**config.mk**
```make
export PLATFORM = sky130hd
export DESIGN_NAME = gicuf_ctrl
export DESIGN_NICKNAME = d
export VERILOG_FILES = /design/src/sv/gicuf_pkg.sv /design/src/sv/gicuf_ctrl.sv
export SDC_FILE = /design/constraint.sdc
export NUM_CORES = 1
export LEC_CHECK = 0
export BUFFER_PORTS_ARGS = -buffer_cell sky130_fd_sc_hd__buf_2
export CAP_MARGIN = 20
export CELL_PAD_IN_SITES_DETAIL_PLACEMENT = 1
export CELL_PAD_IN_SITES_GLOBAL_PLACEMENT = 2
export CORE_UTILIZATION = 25
export DETAILED_ROUTE_END_ITERATION = 8
export GPL_TIMING_DRIVEN = 0
export HOLD_SLACK_MARGIN = 0.06
export PLACE_DENSITY = 0.83
export SETUP_SLACK_MARGIN = 0.2
export SLEW_MARGIN = 20
export SYNTH_ARGS = -nofsm -noshare
export SYNTH_HDL_FRONTEND = slang
export SYNTH_SLANG_ARGS = --single-unit
```
**constraint.sdc**
```tcl
create_clock -name i_clk -period 1.5 [get_ports i_clk]
set_input_delay 0.15 -clock i_clk [delete_from_list [all_inputs] [get_ports i_clk]]
set_output_delay 0.15 -clock i_clk [all_outputs]
set_load 0.02 [all_outputs]
```
**src/sv/gicuf_pkg.sv**
```systemverilog
`timescale 1ns / 1ps
`default_nettype none
package gicuf_pkg;

    localparam int DEF_MAX_ROWS = 64;
    localparam int DEF_MAX_COLS = 64;
    localparam int CFG_W        = 7;
    localparam int COORD_W      = 6;
    localparam int COUNT_W      = 13;
    localparam logic [COUNT_W-1:0] COUNT_MAX = 13'd8191;
    localparam logic [CFG_W-1:0] GRID_RESET  = 7'd64;

    localparam logic REG_GRID_ROWS = 1'b0;
    localparam logic REG_GRID_COLS = 1'b1;

    localparam logic CMD_ADD   = 1'b0;
    localparam logic CMD_CLEAR = 1'b1;

    localparam logic [1:0] STS_NEW   = 2'd0;
    localparam logic [1:0] STS_LAND  = 2'd1;
    localparam logic [1:0] STS_RANGE = 2'd2;

    localparam logic [1:0] DIR_UP    = 2'd0;
    localparam logic [1:0] DIR_DOWN  = 2'd1;
    localparam logic [1:0] DIR_LEFT  = 2'd2;
    localparam logic [1:0] DIR_RIGHT = 2'd3;

    typedef struct packed {
        logic                 cmd;
        logic [COORD_W-1:0]   cell_row;
        logic [COORD_W-1:0]   cell_col;
    } t_in_beat;

    typedef struct packed {
        logic [COUNT_W-1:0]   island_count;
        logic [1:0]           status;
    } t_out_beat;

    typedef enum logic [3:0] {
        OP_NONE, OP_TAKE, OP_SWEEP, OP_CHECK, OP_LREAD, OP_LCHK, OP_NB, OP_NBCHK,
        OP_FRD, OP_FCHK, OP_CRD, OP_CWR, OP_UNI, OP_UNI2
    } t_op;

    typedef enum logic [3:0] {
        S_RST_CLR, S_CMD_CLR, S_IDLE, S_CHECK, S_LREAD, S_LCHK, S_NB, S_NBCHK,
        S_FRD, S_FCHK, S_CRD, S_CWR, S_UNI, S_UNI2, S_OUT
    } t_state;

    typedef struct packed {
        t_op  op;
    } t_dp_cmd;

    typedef struct packed {
        logic in_cmd;
        logic in_range;
        logic land;
        logic nb_inb;
        logic k_done;
        logic p_root;
        logic x_root;
        logic which_b;
        logic roots_eq;
        logic clr_last;
    } t_dp_sts;

endpackage
`default_nettype wire

```
**src/sv/gicuf_ctrl.sv**
```systemverilog
`timescale 1ns / 1ps
`default_nettype none
module gicuf_ctrl
    import gicuf_pkg::*;
(
    input  wire logic    i_clk,
    input  wire logic    i_rst_n,
    input  wire logic    i_valid,
    output logic         o_ready,
    output logic         o_valid,
    input  wire logic    i_ready,
    input  wire t_dp_sts i_sts,
    output t_dp_cmd      o_cmd
);

    t_state r_state;
    t_state n_state;

    always_ff @(posedge i_clk) begin
        if (!i_rst_n) begin
            r_state <= S_RST_CLR;
        end else begin
            r_state <= n_state;
        end
    end

    always_comb begin
        n_state = r_state;
        unique case (r_state)
            S_RST_CLR: if (i_sts.clr_last) n_state = S_IDLE;
            S_CMD_CLR: if (i_sts.clr_last) n_state = S_OUT;
            S_IDLE: begin
                if (i_valid) begin
                    n_state = (i_sts.in_cmd == CMD_CLEAR) ? S_CMD_CLR : S_CHECK;
                end
            end
            S_CHECK:  n_state = i_sts.in_range ? S_LREAD : S_OUT;
            S_LREAD:  n_state = S_LCHK;
            S_LCHK:   n_state = i_sts.land ? S_OUT : S_NB;
            S_NB: begin
                priority if (i_sts.k_done) n_state = S_OUT;
                else if (i_sts.nb_inb)     n_state = S_NBCHK;
                else                       n_state = S_NB;
            end
            S_NBCHK:  n_state = i_sts.land ? S_FRD : S_NB;
            S_FRD:    n_state = S_FCHK;
            S_FCHK:   n_state = i_sts.p_root ? S_CRD : S_FRD;
            S_CRD: begin
                priority if (!i_sts.x_root) n_state = S_CWR;
                else if (i_sts.which_b)     n_state = S_UNI;
                else                        n_state = S_FRD;
            end
            S_CWR:    n_state = S_CRD;
            S_UNI:    n_state = i_sts.roots_eq ? S_NB : S_UNI2;
            S_UNI2:   n_state = S_NB;
            S_OUT:    if (i_ready) n_state = S_IDLE;
            default:  n_state = S_RST_CLR;
        endcase
    end

    always_comb begin
        o_ready   = 1'b0;
        o_valid   = 1'b0;
        o_cmd.op  = OP_NONE;
        unique case (r_state)
            S_RST_CLR, S_CMD_CLR: o_cmd.op = OP_SWEEP;
            S_IDLE: begin
                o_ready = 1'b1;
                if (i_valid) o_cmd.op = OP_TAKE;
            end
            S_CHECK:  o_cmd.op = OP_CHECK;
            S_LREAD:  o_cmd.op = OP_LREAD;
            S_LCHK:   o_cmd.op = OP_LCHK;
            S_NB:     o_cmd.op = OP_NB;
            S_NBCHK:  o_cmd.op = OP_NBCHK;
            S_FRD:    o_cmd.op = OP_FRD;
            S_FCHK:   o_cmd.op = OP_FCHK;
            S_CRD:    o_cmd.op = OP_CRD;
            S_CWR:    o_cmd.op = OP_CWR;
            S_UNI:    o_cmd.op = OP_UNI;
            S_UNI2:   o_cmd.op = OP_UNI2;
            S_OUT:    o_valid  = 1'b1;
            default:  o_cmd.op = OP_NONE;
        endcase
    end

endmodule
`default_nettype wire

```
==> results.md <==
* Synth-to-Final Area Change at 91.53%
* Crit path time final at 1.504 ns
* Final Slew Violations at 0
* Crit path largest cell delay at 0.33 ns
* Initial antenna violation count at 0
* PortBufs at 19
* Arr. time, crit path at 1.60 ns
* Routed length per instance at 16.51 um
* Clock Sinks at 4
* Syn Nets at 86
* Final WS setup at -0.003984 ns
* Synth async-reset ratio at 0
* Overall power at 0.001682 W
* Number of global-route vias before repair at 615
* Dpl cells at 118
* Yosys reg bits at 4
* Syn Inst Count at 72
* Ant diodes at 0
* Fmax at 0.6649 GHz
* Clock transition at path regs at 0.03 ns
* Layout cells sized above 1 at 0.5981
* H-tree Lvls at 1
* CP max stage cell: a222oi_1
* Top cell type's share of synthesized area at 0.1506
* Most frequent cells after synthesis: a21oi_1 (7), nand2_1 (7)
* Cts hold-fix bufs at 0
* Max-cap viol count at 0
* Fillers at 244
* Die Span X at 48.12 um
* DIE HEIGHT at 48.12 um
* Final Cycle Share at 1.003
* Vias per cell at 5.254
* Pleak at 0.4209 nW
* Total Routing Usage GR at 0.1721
* Post-route cell area at 1018 um2
* Critical Path, Cell by Cell: buf_6, buf_12, buf_8, nand4b_1, o31ai_1, a222oi_1, o22ai_1
* Largest net degree at the start of global routing at 11
* Synth Flop Type: dfxtp_1
* Slew HR at 0.7586
* Vias at 704
* Rows at 16
* First drt pass iteration count at 4
* Failing checks: setup timing
* CP startpoint kind: register
* Post-synth cell types at 38
* Syn_area_per_cell at 7.386 um2
* Area of the mapped netlist at 531.8 um2
* RSZ-0062 raised after global routing: true
* Post-synth top area cell: dfxtp_1
* First-pass GRT wire length at 2.773 mm
* Post-DP Area at 673.1 um2
* Worst min path class: input port to register
* Biggest regs: r_state x4
* Core ar. at 1982 um2
* Global route overflow at 0
* Clock tree buffer depth at 2
* Net count, final at 123
* VDD IR max at 0.7831 mV
* Crit-path max FO at 7
* Clock latency on the worst-skew pair at 0.24 ns
* Fin Clk Skew at 0.007207 ns
* Outcome: finished with violations
* DRC violations left at 0
* WP data required at 1.60 ns
* Setup-failing EPs final at 1
* Final GP Congestion at 0.8032
* Warnings from Yosys at 0
* Slew @ Worst Pin at 0.3621 ns
* Boundary pin count at 20
* Detailed Route WL at 2.213 mm
* Number of DRC markers in iteration 0 at 8
* Area of the multi-input gates at 504.2 um2
* Initial core utilization at 0.2683
* Die area at 2316 um2
* Number of hold violations in the final report at 0
* Clock Root Buffer: clkbuf_4
* TritonCTS Buffers at 3
* Seq. cell area at 83.83 um2
* CTS tree: built
* Dpl hpwl at 1.292 mm
* Setup CP Type: register to register
* Post-synth EDFFs at 0
* Post-route setup TNS at -0.003984 ns
* Max reg flops at 4
* Register area share after synthesis at 0.1506
* Most flop-heavy register: r_state
* Top cells by area, synth: dfxtp_1 (15%), a21oi_1 (6.6%), nand2_1 (4.9%)
* Post-Layout Cell Count at 134
* Crit path capture type: register
* ANT nets after route at 0
* Power density over the cells at 1651 nW/um2
==> report_power, final <==
part | leakage [nW] | switching [W] | internal [W] | total, W
clock network | 0.0138 | 0.0000496 | 0.0000898 | 0.000139
registers | 0.0339 | 0.0000284 | 0.000145 | 0.000174
logic | 0.373 | 0.000658 | 0.000711 | 0.00137
total | 0.421 | 0.000735 | 0.000947 | 0.00168
==> cells by family after synthesis <==
| group | count (synthesis) | share of synthesized area |
|---|---|---|
| DFF | 4 | 0.1506 |
| buffers and inverters | 11 | 0.1176 |
| muxes | 1 | 0.01882 |
| and+or+nand+nor | 32 | 0.3624 |
| AOI/OAI and AO/OA | 23 | 0.3341 |
| xor gates and xnor gates | 1 | 0.01647 |
==> per-stage QoR <==
stage / utilization / worst slack, ns / hold slack, ns
4_1_cts: 0.4141 / 0.01886 / 0.1926
5_1_grt: 0.5139 / -0.08015 / 0.2091
2_1_floorplan: - / 0.07979 / 0.2895
3_3_place_gp: 0.3396 / -0.06823 / 0.4296
6_report: 0.5139 / -0.003984 / 0.2035
3_5_place_dp: 0.3396 / -0.05471 / 0.4409
==> final cells by class <==
cell class / instances / area share
plain buffers: 7 / 0.08599
well taps: 27 / 0.03317
clock buffers: 3 / 0.02211
inverters: 4 / 0.01474
repair buffers: 32 / 0.2666
multi-input cells: 57 / 0.4951
flip-flops and latches: 4 / 0.08231
==> critical path, delay by kind of cell (launching register included) <==
kind | cells | cell delay [ns]
compound gates | 3 | 0.56
buf+inv | 3 | 0.38
flops | 1 | 0.31
simple gates | 1 | 0.11
==> final timing paths <==
| kind | from | end | slack, ns | cells after the start |
|---|---|---|---|---|
| max | r_state[1]$_SDFFE_PN0P_ | r_state[1]$_SDFFE_PN0P_ | -0.004 | 7 |
| min | i_rst_n | r_state[0]$_SDFFE_PN0P_ | 0.20 | 3 |
| max reg2reg | r_state[1]$_SDFFE_PN0P_ | r_state[1]$_SDFFE_PN0P_ | -0.004 | 7 |
| min reg2reg | r_state[0]$_SDFFE_PN0P_ | r_state[0]$_SDFFE_PN0P_ | 0.75 | 3 |
==> layer usage <==
metal | up-vias | part of all wire | track usage
met5 | - | 0 | 0
met4 | 0 | 0.014 | 0.01667
met2 | 19 | 0.53 | 0.3027
met1 | 337 | 0.43 | 0.2185
li1 | 343 | - | -
met3 | 5 | 0.033 | 0.04444
==> repair_timing <==
action	in CTS	in global routing
setup buffers	7	5
resized for setup	21	31
gates cloned	0	1
setup endpoints to repair	10	10
pin swaps	5	15
==> placed cells by master, fill, tap and decap left out, types with 2 or more instances in the layout <==
| cell | count |
|---|---|
| buf_2 | 13 |
| buf_6 | 11 |
| buf_4 | 10 |
| a21oi_1 | 6 |
| nand2_1 | 5 |
| inv_1 | 3 |
| clkbuf_4 | 3 |
| dfxtp_2 | 3 |
| buf_8 | 2 |
| nor3_4 | 2 |
| nand2b_1 | 2 |
| buf_12 | 2 |
| a211oi_2 | 2 |
| o21ai_0 | 2 |
| nor2b_1 | 2 |
| nand4b_1 | 2 |
| o31ai_1 | 2 |
| nand3b_1 | 2 |
(Power assumes the default switching activity.)
